<file path="src/line_to_led_matrix_index_assert.svh">
// ----------------------------------------------------------------------------
// Line to LED matrix index: assertion macros
// Shared property forms for the assertions of the line walker.
// ----------------------------------------------------------------------------
`ifndef LINE_TO_LED_MATRIX_INDEX_ASSERT_SVH
`define LINE_TO_LED_MATRIX_INDEX_ASSERT_SVH

// The consequent must hold in the same cycle as the antecedent.
`define LLMI_ASSERT_NOW(label, cond_a, cond_b) \
  label: assert property (@(posedge clk) disable iff (rst) (cond_a) |-> (cond_b)) \
    else $error("line walker: same-cycle property failed");

// The consequent must hold in the cycle after the antecedent.
`define LLMI_ASSERT_NEXT(label, cond_a, cond_b) \
  label: assert property (@(posedge clk) disable iff (rst) (cond_a) |=> (cond_b)) \
    else $error("line walker: next-cycle property failed");

`endif

</file>
<file path="src/llmi_pkg.sv">
// ----------------------------------------------------------------------------
// Line to LED matrix index package
// Payload types, register indexes and the microcode table of the line walker.
// ----------------------------------------------------------------------------
package llmi_pkg;

  localparam int MAX_DIM  = 64;
  localparam int COORD_W  = 6;
  localparam int DIM_W    = 7;
  localparam int INDEX_W  = 12;
  localparam int COLOR_W  = 24;
  localparam int ERR_W    = 9;
  localparam int CFG_IDX_W = 3;
  localparam int CFG_DAT_W = 7;

  typedef enum logic [CFG_IDX_W-1:0] {
    REG_WIDTH      = 3'd0,
    REG_HEIGHT     = 3'd1,
    REG_SERPENTINE = 3'd2,
    REG_ROTATED    = 3'd3,
    REG_FLIPPED    = 3'd4
  } reg_idx_t;

  typedef struct packed {
    logic [COORD_W-1:0] start_x;
    logic [COORD_W-1:0] start_y;
    logic [COORD_W-1:0] end_x;
    logic [COORD_W-1:0] end_y;
    logic [COLOR_W-1:0] pixel_color;
  } line_req_t;

  typedef struct packed {
    logic [INDEX_W-1:0] pixel_index;
    logic [COLOR_W-1:0] write_color;
    logic               write_valid;
    logic               last_point;
  } pixel_res_t;

  // Sequencer steps and jump conditions.
  typedef enum logic {
    STEP_IDLE = 1'b0,
    STEP_DRAW = 1'b1
  } step_t;

  typedef enum logic {
    COND_ACCEPT = 1'b0,
    COND_LAST   = 1'b1
  } cond_t;

  typedef struct packed {
    logic  take_req;
    logic  emit;
    cond_t cond;
    step_t target;
  } ucode_t;

  // Microcode table: one control word per step.
  function automatic ucode_t ucode_rom(step_t s);
    ucode_t cw;
    unique case (s)
      STEP_IDLE: cw = '{take_req: 1'b1, emit: 1'b0, cond: COND_ACCEPT, target: STEP_DRAW};
      STEP_DRAW: cw = '{take_req: 1'b0, emit: 1'b1, cond: COND_LAST,   target: STEP_IDLE};
      default:   cw = '{take_req: 1'b1, emit: 1'b0, cond: COND_ACCEPT, target: STEP_DRAW};
    endcase
    return cw;
  endfunction

endpackage

</file>
<file path="src/line_to_led_matrix_index.sv">
// ----------------------------------------------------------------------------
// Line to LED matrix index
// Walks a Bresenham line and gives the LED index of every point on it.
// ----------------------------------------------------------------------------
// A line request on req_data (start point, end point, color) is taken while
// req_valid and req_ready are both high. The block then gives one result per
// point of the line on pix_data, start point first, with last_point set on
// the end point. Points outside the configured matrix come out with
// write_valid clear and zero index and color.
// A request is taken in the load step; the draw step then registers its points
// in the output register. While the receiver takes results, one point leaves
// per cycle, so a request of N points (N is the larger coordinate distance plus
// one, at most 64) occupies the load step and then the draw step for N points.
// A stalled receiver holds the output register and the sequencer in place.
// req_ready is high only in the load step.
// Configuration writes (cfg_wr_en, cfg_index, cfg_data) take effect at once.
// The user must make them while no line is in flight; the block has no check.
// Synchronous reset empties the output, returns the sequencer to its load
// step and sets a 16 by 16 row-major matrix with no flip or serpentine order.
// ----------------------------------------------------------------------------
`include "line_to_led_matrix_index_assert.svh"

module line_to_led_matrix_index
  import llmi_pkg::*;
(
  input  logic                 clk,
  input  logic                 rst,
  input  logic                 cfg_wr_en,
  input  logic [CFG_IDX_W-1:0] cfg_index,
  input  logic [CFG_DAT_W-1:0] cfg_data,
  input  logic                 req_valid,
  output logic                 req_ready,
  input  line_req_t            req_data,
  output logic                 pix_valid,
  input  logic                 pix_ready,
  output pixel_res_t           pix_data
);

  // Configuration registers.
  logic [DIM_W-1:0] matrix_width;
  logic [DIM_W-1:0] matrix_height;
  logic             serpentine_mode;
  logic             rotated_mode;
  logic             flipped_mode;

  always_ff @(posedge clk) begin
    if (rst) begin
      matrix_width    <= DIM_W'(16);
      matrix_height   <= DIM_W'(16);
      serpentine_mode <= 1'b0;
      rotated_mode    <= 1'b0;
      flipped_mode    <= 1'b0;
    end else if (cfg_wr_en) begin
      case (cfg_index)
        REG_WIDTH:      matrix_width    <= cfg_data;
        REG_HEIGHT:     matrix_height   <= cfg_data;
        REG_SERPENTINE: serpentine_mode <= cfg_data[0];
        REG_ROTATED:    rotated_mode    <= cfg_data[0];
        REG_FLIPPED:    flipped_mode    <= cfg_data[0];
        default:        ;
      endcase
    end
  end

  // Sequencer.
  step_t  step;
  step_t  step_next;
  ucode_t cw;
  logic   accept;
  logic   out_free;
  logic   fire;
  logic   is_last;
  logic   advance;

  // Walker datapath registers.
  logic        [COORD_W-1:0] cur_x;
  logic        [COORD_W-1:0] cur_y;
  logic        [COORD_W-1:0] end_x;
  logic        [COORD_W-1:0] end_y;
  logic                      step_x_neg;
  logic                      step_y_neg;
  logic signed [ERR_W-1:0]   dx;
  logic signed [ERR_W-1:0]   dy;
  logic signed [ERR_W-1:0]   err;
  logic        [COLOR_W-1:0] color;

  always_comb begin
    cw        = ucode_rom(step);
    req_ready = cw.take_req;
    accept    = req_valid && cw.take_req;
    out_free  = !pix_valid || pix_ready;
    fire      = cw.emit && out_free;
    is_last   = (cur_x == end_x) && (cur_y == end_y);
    advance   = fire && !is_last;
    step_next = step;
    unique case (cw.cond)
      COND_ACCEPT: if (accept) step_next = cw.target;
      COND_LAST:   if (fire && is_last) step_next = cw.target;
      default:     step_next = step;
    endcase
  end

  always_ff @(posedge clk) begin
    if (rst) begin
      step <= STEP_IDLE;
    end else begin
      step <= step_next;
    end
  end

  // Load values of a new request.
  logic [COORD_W-1:0] abs_dx;
  logic [COORD_W-1:0] abs_dy;

  always_comb begin
    abs_dx = (req_data.end_x > req_data.start_x) ? req_data.end_x - req_data.start_x
                                                 : req_data.start_x - req_data.end_x;
    abs_dy = (req_data.end_y > req_data.start_y) ? req_data.end_y - req_data.start_y
                                                 : req_data.start_y - req_data.end_y;
  end

  // Bresenham step: the error term is compared as twice its value.
  logic signed [ERR_W:0] e2;
  logic signed [ERR_W:0] dx_w;
  logic signed [ERR_W:0] dy_w;
  logic                  move_x;
  logic                  move_y;
  logic signed [ERR_W:0] err_sum;

  always_comb begin
    e2      = {err, 1'b0};
    dx_w    = (ERR_W+1)'(dx);
    dy_w    = (ERR_W+1)'(dy);
    move_x  = e2 > dy_w;
    move_y  = e2 < dx_w;
    err_sum = (ERR_W+1)'(err) + (move_x ? dy_w : '0) + (move_y ? dx_w : '0);
  end

  always_ff @(posedge clk) begin
    if (accept) begin
      cur_x      <= req_data.start_x;
      cur_y      <= req_data.start_y;
      end_x      <= req_data.end_x;
      end_y      <= req_data.end_y;
      step_x_neg <= !(req_data.start_x < req_data.end_x);
      step_y_neg <= !(req_data.start_y < req_data.end_y);
      dx         <= ERR_W'(abs_dx);
      dy         <= -ERR_W'(abs_dy);
      err        <= ERR_W'(abs_dx) - ERR_W'(abs_dy);
      color      <= req_data.pixel_color;
    end else if (advance) begin
      if (move_x) cur_x <= step_x_neg ? cur_x - 1'b1 : cur_x + 1'b1;
      if (move_y) cur_y <= step_y_neg ? cur_y - 1'b1 : cur_y + 1'b1;
      err <= ERR_W'(err_sum);
    end
  end

  // Point to LED index mapping.
  logic [DIM_W-1:0]       w_eff;
  logic [DIM_W-1:0]       h_eff;
  logic                   in_matrix;
  logic [COORD_W-1:0]     uy;
  logic [COORD_W-1:0]     major;
  logic [COORD_W-1:0]     minor;
  logic [DIM_W-1:0]       span;
  logic [COORD_W-1:0]     minor_ord;
  logic [COORD_W+DIM_W-1:0] lin;

  always_comb begin
    w_eff     = (matrix_width  > DIM_W'(MAX_DIM)) ? DIM_W'(MAX_DIM) : matrix_width;
    h_eff     = (matrix_height > DIM_W'(MAX_DIM)) ? DIM_W'(MAX_DIM) : matrix_height;
    in_matrix = ({1'b0, cur_x} < w_eff) && ({1'b0, cur_y} < h_eff);
    // Only used when the point is inside, so h - 1 - y stays in range.
    uy     = flipped_mode ? COORD_W'(h_eff - DIM_W'(1) - {1'b0, cur_y}) : cur_y;
    if (rotated_mode) begin
      major = cur_x;
      minor = uy;
      span  = h_eff;
    end else begin
      major = uy;
      minor = cur_x;
      span  = w_eff;
    end
    minor_ord = (serpentine_mode && major[0])
                ? COORD_W'(span - DIM_W'(1) - {1'b0, minor}) : minor;
    lin = (COORD_W+DIM_W)'(major) * (COORD_W+DIM_W)'(span)
          + (COORD_W+DIM_W)'(minor_ord);
  end

  // Output register.
  always_ff @(posedge clk) begin
    if (rst) begin
      pix_valid <= 1'b0;
    end else if (fire) begin
      pix_valid <= 1'b1;
    end else if (pix_ready) begin
      pix_valid <= 1'b0;
    end
  end

  always_ff @(posedge clk) begin
    if (fire) begin
      pix_data.pixel_index <= in_matrix ? lin[INDEX_W-1:0] : '0;
      pix_data.write_color <= in_matrix ? color : '0;
      pix_data.write_valid <= in_matrix;
      pix_data.last_point  <= is_last;
    end
  end

  // Assertions.
  `LLMI_ASSERT_NEXT(a_req_starts_draw, req_valid && req_ready, step == STEP_DRAW)
  `LLMI_ASSERT_NOW(a_no_req_while_drawing, step == STEP_DRAW, !req_ready)
  `LLMI_ASSERT_NEXT(a_last_returns_idle, fire && is_last, step == STEP_IDLE)
  `LLMI_ASSERT_NOW(a_unwritten_is_zero, pix_valid && !pix_data.write_valid, pix_data.pixel_index == '0 && pix_data.write_color == '0)

endmodule
</file>
<file path="config.mk">
export PLATFORM = sky130hd
export DESIGN_NAME = line_to_led_matrix_index
export DESIGN_NICKNAME = d
export VERILOG_FILES = /design/src/llmi_pkg.sv /design/src/line_to_led_matrix_index.sv
export VERILOG_INCLUDE_DIRS = /design/src /design/src/src
export SDC_FILE = /design/constraint.sdc
export NUM_CORES = 1
export LEC_CHECK = 0
export BUFFER_PORTS_ARGS = -buffer_cell sky130_fd_sc_hd__buf_2
export CAP_MARGIN = 20
export CORE_MARGIN = 2
export CORE_UTILIZATION = 65
export DETAILED_ROUTE_END_ITERATION = 7
export PLACE_DENSITY = 0.87
export REMOVE_ABC_BUFFERS = 1
export SKIP_LAST_GASP = 1
export SYNTH_ARGS = -nofsm -noshare
export SYNTH_HDL_FRONTEND = slang
export SYNTH_SLANG_ARGS = --single-unit
export TNS_END_PERCENT = 50
</file>
<file path="constraint.sdc">
create_clock -name clk -period 14.95 [get_ports clk]
set_input_delay 0 -clock clk [delete_from_list [all_inputs] [get_ports clk]]
set_output_delay 0 -clock clk [all_outputs]
set_load 0.005 [all_outputs]
</file>
## Word level (Yosys, flattened, before mapping)

Cells that the tools add are included.

- $add $sub $neg: 17
- Multiply operators: 1
- Magnitude comparators: 10
- Equal/unequal tests: 8
- Muxes and demuxes: 27
- Bitwise gates (word level): 2
- Reductions and logical operators: 25

Operator list:

| operator | number |
|---|---|
| 6-bit 2-to-1 mux | 15 |
| 6-bit subtractor | 6 |
| 9-bit 2-to-1 mux | 3 |
| 6-bit by 1-bit subtractor with 6-bit output (second input constant) | 4 |
| 7-bit 2-to-1 mux | 3 |
| 2-bit AND reduction | 8 |
| 7-bit greater-than comparator (second input constant) | 2 |
| 6-bit by 7-bit < comparator with 1-bit output | 2 |
| 12-bit by 6-bit adder with 12-bit output | 1 |
| 6-bit by 1-bit adder with 6-bit output (second input constant) | 2 |
| 6-bit == test | 2 |
| 6-bit greater-than comparator | 2 |
| 6-bit < comparator | 2 |
| 6-bit by 7-bit multiplier with 12-bit output | 1 |
| 10-bit by 9-bit greater-than comparator with 1-bit output | 1 |
| 10-bit by 7-bit < comparator with 1-bit output | 1 |
| 9-bit by 6-bit adder with 9-bit output | 1 |
| 9-bit adder | 1 |
| 6-bit negator with 9-bit output | 1 |
| 4-bit one-hot mux with 2 select lines | 1 |
| 2-bit nonzero test | 4 |
| 1-bit logical AND | 7 |
| 6-bit by 6-bit subtractor with 7-bit output | 1 |
| 3-bit by 2-bit == test with 1-bit output (second input constant) | 2 |
| 10 further kinds | 17 |

- Register bits after elaboration: 131
- Input bits: 63
- Output and inout port bits: 40
- Word-level logic and storage cells: 111

## Longest topological paths before layout

Gate-level depths: netlist (run 1).

- Depth after elaboration: 9
- Gate-level depth with buffers: 28
- Gate-level depth less buffers: 27

## Worst setup path before layout (run 1)

No wires, ideal clock.

- Kind: reg2reg
- Start point: register matrix_height[6]
- End point: register pix_data[37] (netlist bit) (data pin)
- Data arrival time: 5.812 ns
- Slack: 8.883 ns
- Stages on the path, launching flop included: 26
- Clock period less this slack: 6.067 ns
- Cell sequence: dfxtp_1 clkbuf_1 nor2b_1 ha_1 a21o_1 a21oi_1 o21bai_1 a21oi_1 mux2i_1 o31ai_1 nand2b_1 fa_1 fa_1 inv_1 fa_1 inv_1 fa_1 inv_1 ha_1 inv_1 o21bai_1 a21oi_1 o21ai_0 a31oi_1 xnor3_1 and2_1

- Word-level cells in the longest chain between the ends: 9

RTL lines:

| what | line | text |
|---|---|---|
| from (decl) | line_to_led_matrix_index.sv:41 | `logic [DIM_W-1:0] matrix_height;` |
| from (signal assigned) | line_to_led_matrix_index.sv:56 | `REG_HEIGHT: matrix_height <= cfg_data;` |
| 7-bit greater-than comparator | line_to_led_matrix_index.sv:171 | `h_eff = (matrix_height > DIM_W'(MAX_DIM)) ? DIM_W'(MAX_DIM) : matrix_height;` |
| 7-bit 2-to-1 mux * | line_to_led_matrix_index.sv:171 |  |
| branches (longest 7 deep; another with 6-bit by 7-bit multiplier with 12-bit output) | n/a |  |
| to (decl) | line_to_led_matrix_index.sv:36 | `output pixel_res_t pix_data` |

Mark *: on every way between the ends.
A chain may end at the register's enable or synchronous reset.

## Final worst setup path (run 1)

Same ends and word-level chain as after synthesis.

==> impl_metrics.tcl, run 1 <==
set metrics [dict create \
    drc 0 \
    p_per_area_mw_per_mm2 144 \
    dr_total_vias 7477 \
    syn-cell-area_mm2 0.00972 \
    status "finished, violations left" \
    rows 44 \
    clock_path_buffers 2 \
    die_h_um 126 \
    core_area_mm2 0.0146 \
    drt_iter0_drc 564 \
    die_area_mm2 0.0159 \
    slew_violations 0 \
    ys_types 62 \
    rsz0062_at_grt "false" \
    synth_compound_area_share_pct 11.2 \
    ios 103 \
    h-tree-depth 4 \
    routed_wl_mm 24.0 \
    area_growth_pct 19.6 \
    post_cts_buffers 0 \
    drtPass1Iterations 7 \
    mostFrequentLayoutCells "inv_1, ha_1, edfxtp_1, buf_2, nor2_1" \
    setup_violations 0 \
    cts_root_buf "clkbuf_16" \
    period_share_pct 44.9 \
    hp-class "primary input to register" \
    grt_max_degree 64 \
    multi_input_area_mm2 0.00544 \
    finalHoldViolations 1 \
    grt_pass1_vias 7674 \
    port_buffers 102 \
    syn_inst 920 \
    seqCellArea_mm2 0.00374 \
    end_kind "register" \
    crit_arrival_ns 6.90 \
    synth_simple_gate_area_share_pct 11.3 \
    clock_skew_ns 0.0180 \
    synth_top_family_by_area "adder cells" \
    critPathKind "register to register" \
    violations "negative hold slack" \
    min_period_ns 6.71 \
    synth_adder_area_share_pct 22.6 \
    wl_met2_mm 12.0 \
    muxShareOfSynthArea_pct 4.35 \
    ant_nets 0 \
    synth_ff_type "edfxtp_1" \
    die_w_um 126 \
    synth_edf_count 112 \
    crit_path_start_kind "register" \
    relSlewSlack_pct 30.4 \
    place.gp.congestion 0.939 \
    ir_drop_v 0.0000915 \
    tns_ns 0 \
    nNetsFinal 1299 \
    antenna_found_initial 0 \
    top_layer "met4" \
    ys_ff_latch 131 \
    cts_tree "built" \
    fin_hold_ws_ns -0.00133 \
    via_per_inst 5.84 \
    cts_resized 0 \
    clkLatencyLatePin_ns 0.45 \
    timing.fmax_mhz 149 \
    dp.cells 1187 \
    cts.reportedPaths.clkPinSlew_ns 0.07 \
    max_cap_viol_count 0 \
    route.met3.wl_mm 1.77 \
    cp_max_fo 11 \
    dpl.hpwl_mm 15.7 \
    ys_seq_area_share_pct 38.5 \
    gr-total-overflow 0 \
    p_leak_nw 5.41 \
    stdcell_count 1281 \
    synthXorXnorAreaFrac_pct 6.32 \
    grt_usage_pct 31.5 \
    required_ns 15.14 \
    diodes 0 \
    start_util_pct 66.6 \
    ys_warn_count 0 \
    avgRoutedWirePerCell_um 18.8 \
    drive_gt1_share_pct 14.1 \
    cts_buffers 17 \
    n_fill_cell 807 \
    mostFrequentLayoutCell "inv_1" \
    numClockSinks 131 \
    drt-met1-wl_mm 9.33 \
    syn-mean-instance-area_um2 10.6 \
    worst_pin_slew_ns 1.04 \
    async_flop_share_pct 0 \
    grt_pass1_wl_mm 38.9 \
]
## final timing paths
path	start	endpoint	slack, ns	cells after the start
max	matrix_height[6]	pix_data[37]	8.24	24
min	req_data[37]	cur_y[1]	-0.001	3
max reg2reg	matrix_height[6]	pix_data[37]	8.24	24
min reg2reg	matrix_height[0]	matrix_height[0]	0.49	2
## sequential cells by signal, summed over array words and instances (netlist names), 6 cells and up
| signal | count |
|---|---|
| end_y | 6 |
| pix_data | 38 |
| matrix_height | 7 |
| matrix_width | 7 |
| cur_y | 6 |
| color | 24 |
| dy | 9 |
| cur_x | 6 |
| dx | 6 |
| end_x | 6 |
| err | 9 |
## worst max-delay path, stage by stage, from the launching register on
cell,delay [ns]
dfxtp_1,0.40
nor2b_1,0.34
ha_1,0.32
a21o_1,0.16
a21oi_1,0.23
o21bai_1,0.10
a21oi_1,0.18
mux2i_1,0.13
o31ai_1,0.66
nand2b_1,0.24
fa_1,0.45
fa_1,0.57
inv_1,0.06
fa_1,0.54
inv_1,0.06
fa_1,0.54
inv_1,0.04
ha_1,0.33
inv_1,0.07
o21bai_1,0.07
a21oi_1,0.22
o21ai_0,0.19
a31oi_1,0.23
xnor3_1,0.22
and2_1,0.15
## cell usage after synthesis (all sizes together), types with 4 or more instances
library cell	instances	share of area, %
inv	123	4.8
ha	113	15
edfxtp	112	35
nor2	76	2.9
a21oi	53	2.7
nand2	41	1.6
fa	39	8.0
o21ai	39	2.1
and2	37	2.4
mux2i	37	3.8
xnor2	36	3.5
a21o	26	2.0
xor2	26	2.3
nand2b	23	1.5
dfxtp	19	3.9
clkbuf	18	0.70
nor2b	16	1.0
o21a	13	1.0
o21bai	11	0.85
nand3	7	0.36
a21boi	4	0.31
mux2	4	0.50
nor4	4	0.26
## logic make-up (layout without fill, tap and decap cells)
logic type | count (synthesis) | count (layout)
compound gates | 169 | 169
xor+xnor | 64 | 64
fa+ha+maj | 152 | 152
buf+inv | 145 | 322
flops | 131 | 131
mux | 41 | 41
simple gates | 218 | 218
## final cells by class
class                           instances  area share [%]
Clock buffer                           17            3.66
Clock inverter                         15            1.49
Inverter                              124            4.00
Multi-Input combinational cell        644            46.8
Sequential cell                       131            32.2
Tap cell                              184            1.98
Timing Repair Buffer                  166            9.88
## power by group
group / switching [mW] / internal, mW
logic: 0.400 / 0.330
clock network: 0.198 / 0.226
registers: 0.0445 / 0.479
## what timing repair did
| action | 4_1_cts | 5_1_grt |
|---|---|---|
| hold buffers | 60 | 0 |
| endpoints found under the hold margin | 67 | 0 |
| endpoints found under the setup margin | 0 | 0 |
## layer usage
layer  track usage [%]  vias up
met5                 0        -
met4              13.3        0
met3              7.65       80
met1              37.7     3588
li1                  -     3477
met2              54.4      332
## per-stage QoR
step | cell area [um^2] | utilization (%) | total power, mW | worst slack, ns | hold WS (ns)
finish | 11600 | 79.7 | 1.68 | 8.24 | -0.00133
global route | 11600 | 79.7 | 1.79 | 7.74 | 0.0127
CTS | 11600 | 79.5 | 1.65 | 8.30 | 0.00647
detailed placement | 10400 | 71.3 | 1.21 | 8.42 | 0.178
global placement | 10400 | 71.3 | 1.18 | 8.61 | 0.176
floorplan | 9630 | - | 1.04 | 8.98 | 0.0691
(Power assumes the default switching activity.)
==> run 2: changes to the inputs <==
--- a/config.mk
+++ b/config.mk
@@ -9,9 +9,9 @@
 export BUFFER_PORTS_ARGS = -buffer_cell sky130_fd_sc_hd__buf_2
 export CAP_MARGIN = 20
 export CORE_MARGIN = 2
-export CORE_UTILIZATION = 65
+export CORE_UTILIZATION = 60
 export DETAILED_ROUTE_END_ITERATION = 7
-export PLACE_DENSITY = 0.87
+export PLACE_DENSITY = 0.81
 export REMOVE_ABC_BUFFERS = 1
 export SKIP_LAST_GASP = 1
 export SYNTH_ARGS = -nofsm -noshare
==> constraint.sdc (replaced) <==
create_clock -name clk -period 6.8 [get_ports clk]
set_input_delay 0 -clock clk [delete_from_list [all_inputs] [get_ports clk]]
set_output_delay 0 -clock clk [all_outputs]
set_load 0.005 [all_outputs]
==> impl_metrics.tcl, run 2 (same netlist as run 1, synthesis figures left out) <==
set metrics [dict create \
    startpoint "cur_y[1]" \
    via_per_inst 5.49 \
    die_area_mm2 0.0172 \
    hp-class "primary input to register" \
    worst_pin_slew_ns 1.01 \
    stdcell_count 1313 \
    rsz0062_at_grt "false" \
    port_buffers 102 \
    fin_ws_ns 0.394 \
    crit_path_start_kind "register" \
    cp_max_fo 6 \
    post-route-util_pct 73.7 \
    fin_hold_ws_ns 0.0335 \
    h-tree-depth 4 \
    finalHoldViolations 0 \
    ir_drop_v 0.000190 \
    drive_gt1_share_pct 14.6 \
    period_share_pct 94.2 \
    end_kind "register" \
    n_fill_cell 1082 \
    mostFrequentLayoutCell "inv_1" \
    finalInstanceArea_mm2 0.0117 \
    avgRoutedWirePerCell_um 16.6 \
    die_w_um 131 \
    cts_buffers 17 \
    crit_arrival_ns 6.59 \
    drc 0 \
    start_util_pct 61.2 \
    mostFrequentLayoutCells "inv_1, ha_1, edfxtp_1, buf_2, nor2_1" \
    setup_violations 0 \
    largest_register_ffs 38 \
    top_regs "pix_data x38, color x24" \
    place_area_mm2 0.0104 \
    post_cts_buffers 0 \
    tns_ns 0 \
    routed_wl_mm 21.8 \
    nNetsFinal 1299 \
    required_ns 6.98 \
    dpl.hpwl_mm 15.2 \
    die_h_um 131 \
    status "finished clean" \
    rows 46 \
    r2r_cells 24 \
    dr_total_vias 7207 \
    p_per_area_mw_per_mm2 312 \
    registers.top_by_ff_count "pix_data" \
    diodes 0 \
    antenna_found_initial 0 \
    grt_pass1_vias 7474 \
    critPathKind "register to register" \
    r2r-end "pix_data[37]" \
    ant_nets 0 \
    drtPass1Iterations 6 \
    slew_violations 0 \
    area_growth_pct 20.4 \
    finalPower_mw 3.65 \
    clock_skew_ns 0.0166 \
    p_leak_nw 5.42 \
    grt_pass1_wl_mm 36.5 \
    clkLatencyLatePin_ns 0.44 \
    grt_max_degree 79 \
    r2r_setup_slack_ns 0.39 \
    grt_usage_pct 26.6 \
    drt_iter0_drc 493 \
    cts_root_buf "clkbuf_16" \
    place.gp.congestion 0.899 \
    worstReg2RegStart "cur_y[1]" \
    cts.reportedPaths.clkPinSlew_ns 0.07 \
    numClockSinks 131 \
    crit_end "pix_data[37]" \
    min_period_ns 6.41 \
    core_area_mm2 0.0159 \
    timing.fmax_mhz 156 \
    clock_path_buffers 2 \
    relSlewSlack_pct 32.7 \
    cts_tree "built" \
    dp.cells 1219 \
    pre_cts_ws_ns 0.196 \
    ios 103 \
    gr-total-overflow 0 \
    max_cap_viol_count 0 \
]
## run 2: worst min path at each step
stage | start | to | slack [ns] | depth (start not counted)
after CTS | req_data[37] | cur_y[1] | 0.02 | 3
after detailed placement | req_data[19] | color[19] | 0.18 | 1
after floorplan | rst | pix_valid | 0.07 | 1
after global placement | req_data[2] | color[2] | 0.18 | 1
final | req_data[37] | cur_y[1] | 0.03 | 3
after global routing | req_data[37] | cur_y[1] | 0.05 | 3
## run 2: layout make-up
| type | count | area, um^2 | area share, % |
|---|---|---|---|
| multi-input combinational | 644 | 5450 | 46.6 |
| sequential | 131 | 3740 | 32.0 |
| timing repair buffer | 166 | 1160 | 9.90 |
| inverter | 124 | 465 | 3.98 |
| clock buffer | 17 | 425 | 3.64 |
| tap | 216 | 270 | 2.31 |
| clock inverter | 15 | 185 | 1.58 |
## run 2: per-layer routing
layer / GRT usage, % / vias up / part of all wire [%]
li1: - / 3478 / -
met1: 33.7 / 3423 / 42
met2: 44.7 / 252 / 49
met3: 6.33 / 54 / 6.3
met4: 10.1 / 0 / 2.8
met5: 0 / - / 0
## run 2: timing repair
| action | 4_1_cts | 5_1_grt |
|---|---|---|
| hold buffers | 60 | 0 |
| hold endpoints to repair | 66 | 0 |
| gates resized for setup | 0 | 5 |
| endpoints found under the setup margin | 0 | 3 |
## run 2: power breakdown
group          switching [mW]  total (mW)  leakage [nW]  internal, mW
Clock                   0.428       0.927         0.293         0.498
Combinational           0.853        1.58          3.89         0.726
Sequential             0.0957        1.15          1.23          1.05
Total                    1.38        3.65          5.42          2.28
## run 2: critical path, stage by stage (launching register included)
cell and delay, ns:
edfxtp_1 0.44, inv_1 0.19, ha_1 0.27, a21o_1 0.16, a21oi_1 0.27, o21bai_1 0.12, a21oi_1 0.21, mux2i_2 0.30
o31ai_2 0.14, nand2b_1 0.19, fa_1 0.53, fa_1 0.55, inv_1 0.06, fa_1 0.55, inv_1 0.06, fa_1 0.53
inv_1 0.04, ha_1 0.34, inv_1 0.08, o21bai_1 0.09, a21oi_1 0.26, o21ai_0 0.20, a31oi_1 0.21, xnor3_1 0.23
and2_1 0.16
==> run 3: changes to the inputs <==
--- a/config.mk
+++ b/config.mk
@@ -8,10 +8,12 @@
 export LEC_CHECK = 0
 export BUFFER_PORTS_ARGS = -buffer_cell sky130_fd_sc_hd__buf_2
 export CAP_MARGIN = 20
+export CELL_PAD_IN_SITES_DETAIL_PLACEMENT = 2
+export CELL_PAD_IN_SITES_GLOBAL_PLACEMENT = 2
 export CORE_MARGIN = 2
-export CORE_UTILIZATION = 60
+export CORE_UTILIZATION = 39
 export DETAILED_ROUTE_END_ITERATION = 7
-export PLACE_DENSITY = 0.81
+export PLACE_DENSITY_LB_ADDON = 0.1
 export REMOVE_ABC_BUFFERS = 1
 export SKIP_LAST_GASP = 1
 export SYNTH_ARGS = -nofsm -noshare
==> impl_metrics.tcl, run 3 (same netlist as run 1, synthesis figures left out) <==
set metrics [dict create \
    status "finished clean" \
    port_buffers 102 \
    p_int_mw 2.27 \
    period_share_pct 93.4 \
    rows 57 \
    drc 0 \
    area_growth_pct 21.5 \
    slew_violations 0 \
    dpl.hpwl_mm 20.6 \
    p_per_area_mw_per_mm2 316 \
    fin_ws_ns 0.451 \
    start_util_pct 39.8 \
    min_period_ns 6.35 \
    cts.reportedPaths.clkPinSlew_ns 0.08 \
    crit_path_start_kind "register" \
    nNetsFinal 1301 \
    grt_max_degree 42 \
    antenna_found_initial 0 \
    core_area_mm2 0.0244 \
    pwr-share-comb_pct 43.6 \
    ant_nets 0 \
    p_clk_share_pct 25.5 \
    dr_total_vias 7295 \
    hp-class "primary input to register" \
    mostFrequentLayoutCell "inv_1" \
    via_per_inst 5.13 \
    p_leak_nw 5.42 \
    p_sw_share_pct 39.0 \
    required_ns 7.00 \
    seqPwrFrac_pct 30.9 \
    ios 103 \
    grt_pass1_wl_mm 46.7 \
    worst_pin_slew_ns 1.03 \
    grt_pass1_vias 8293 \
    registers.top_by_ff_count "pix_data" \
    diodes 0 \
    ir_drop_v 0.000239 \
    cts_tree "built" \
    largest_register_ffs 38 \
    mostFrequentLayoutCells "inv_1, ha_1, edfxtp_1, buf_2, nor2_1" \
    finalPower_mw 3.73 \
    place.gp.congestion 0.820 \
    numClockSinks 131 \
    drtPass1Iterations 4 \
    grt_usage_pct 23.3 \
    critPathKind "register to register" \
    p_sw_mw 1.46 \
    avgRoutedWirePerCell_um 20.6 \
    pre_cts_ws_ns 0.167 \
    rsz0062_at_grt "false" \
    die_area_mm2 0.0262 \
    clkLatencyLatePin_ns 0.44 \
    relSlewSlack_pct 30.8 \
    cts_root_buf "clkbuf_16" \
    post-route-util_pct 48.4 \
    end_kind "register" \
    die_h_um 162 \
    gr-total-overflow 0 \
    cts_buffers 17 \
    clock_path_buffers 2 \
    finalHoldViolations 0 \
    tns_ns 0 \
    cp_max_fo 11 \
    top_regs "pix_data x38, color x24" \
    routed_wl_mm 29.3 \
    timing.fmax_mhz 158 \
    clock_skew_ns 0.0135 \
    crit_arrival_ns 6.55 \
    drt_iter0_drc 235 \
    drive_gt1_share_pct 14.7 \
    die_w_um 162 \
    h-tree-depth 4 \
    setup_violations 0 \
    max_cap_viol_count 0 \
]
[run 3: cell types whose count changed in the layout (fill, tap and decap cells not counted), sizes merged]
cell         change
buf              +7
clkinv           -3
inv              +2
clkinvlp         +1
clkbuf           -2
dlygate4sd3      -3
[run 3: timing repair]
| action | CTS | global route |
|---|---|---|
| hold buffers | 57 | 0 |
| endpoints found under the hold margin | 64 | 0 |
| resized for setup | 0 | 3 |
| buffers inserted | 0 | 0 |
| setup endpoints to repair | 0 | 3 |
[run 3: path summary, 6_finish.rpt]
kind,to,depth (start not counted),slack (ns),startpoint
hold reg to reg,matrix_height[0],2,0.50,matrix_height[0]
hold / removal,cur_x[3],3,0.002,req_data[45]
setup reg to reg,pix_data[37],24,0.45,matrix_height[6]
setup / recovery,pix_data[37],24,0.45,matrix_height[6]
[run 3: worst max-delay path: stages, from the launching register on]
cell,delay [ns]
dfxtp_2,0.38
nor2b_1,0.38
ha_1,0.33
a21o_1,0.16
a21oi_1,0.22
o21bai_1,0.09
a21oi_1,0.18
mux2i_1,0.31
o31ai_1,0.14
nand2b_1,0.18
fa_1,0.51
fa_1,0.54
inv_1,0.05
fa_1,0.53
inv_1,0.05
fa_1,0.53
inv_1,0.05
ha_1,0.33
inv_1,0.07
o21bai_1,0.07
a21oi_1,0.23
o21ai_0,0.21
a31oi_1,0.22
xnor3_1,0.22
and2_1,0.16
[run 3: per-stage QoR]
step                instances  instance area (um^2)  hold slack (ns)
floorplan                 899                  9630           0.0691
global placement         1332                 10600            0.177
detailed placement       1332                 10600            0.179
CTS                      1421                 11800          0.00261
global route             1423                 11800         0.000684
finish                   1423                 11800          0.00242
[run 3: layout make-up]
class	instances	area, um^2
Timing Repair Buffer	168	1160
Inverter	124	465
Fill cell	2538	12600
Tap cell	324	405
Multi-Input combinational cell	644	5450
Clock inverter	15	159
Sequential cell	131	3740
Clock buffer	17	425
[run 3: layer usage]
layer	share of wire (%)	global-route usage, %
met5	0	0
met4	1.2	5.27
met3	3.1	3.93
met2	51	42.0
met1	45	29.2
[run 3: power by group through the flow]
stage	Combinational [mW]	Clock, mW	Sequential (mW)
floorplan	1.16	0	1.13
global placement	1.51	0	1.16
detailed placement	1.59	0	1.17
CTS	1.65	0.962	1.15
global route	1.88	0.992	1.17
finish	1.63	0.950	1.15
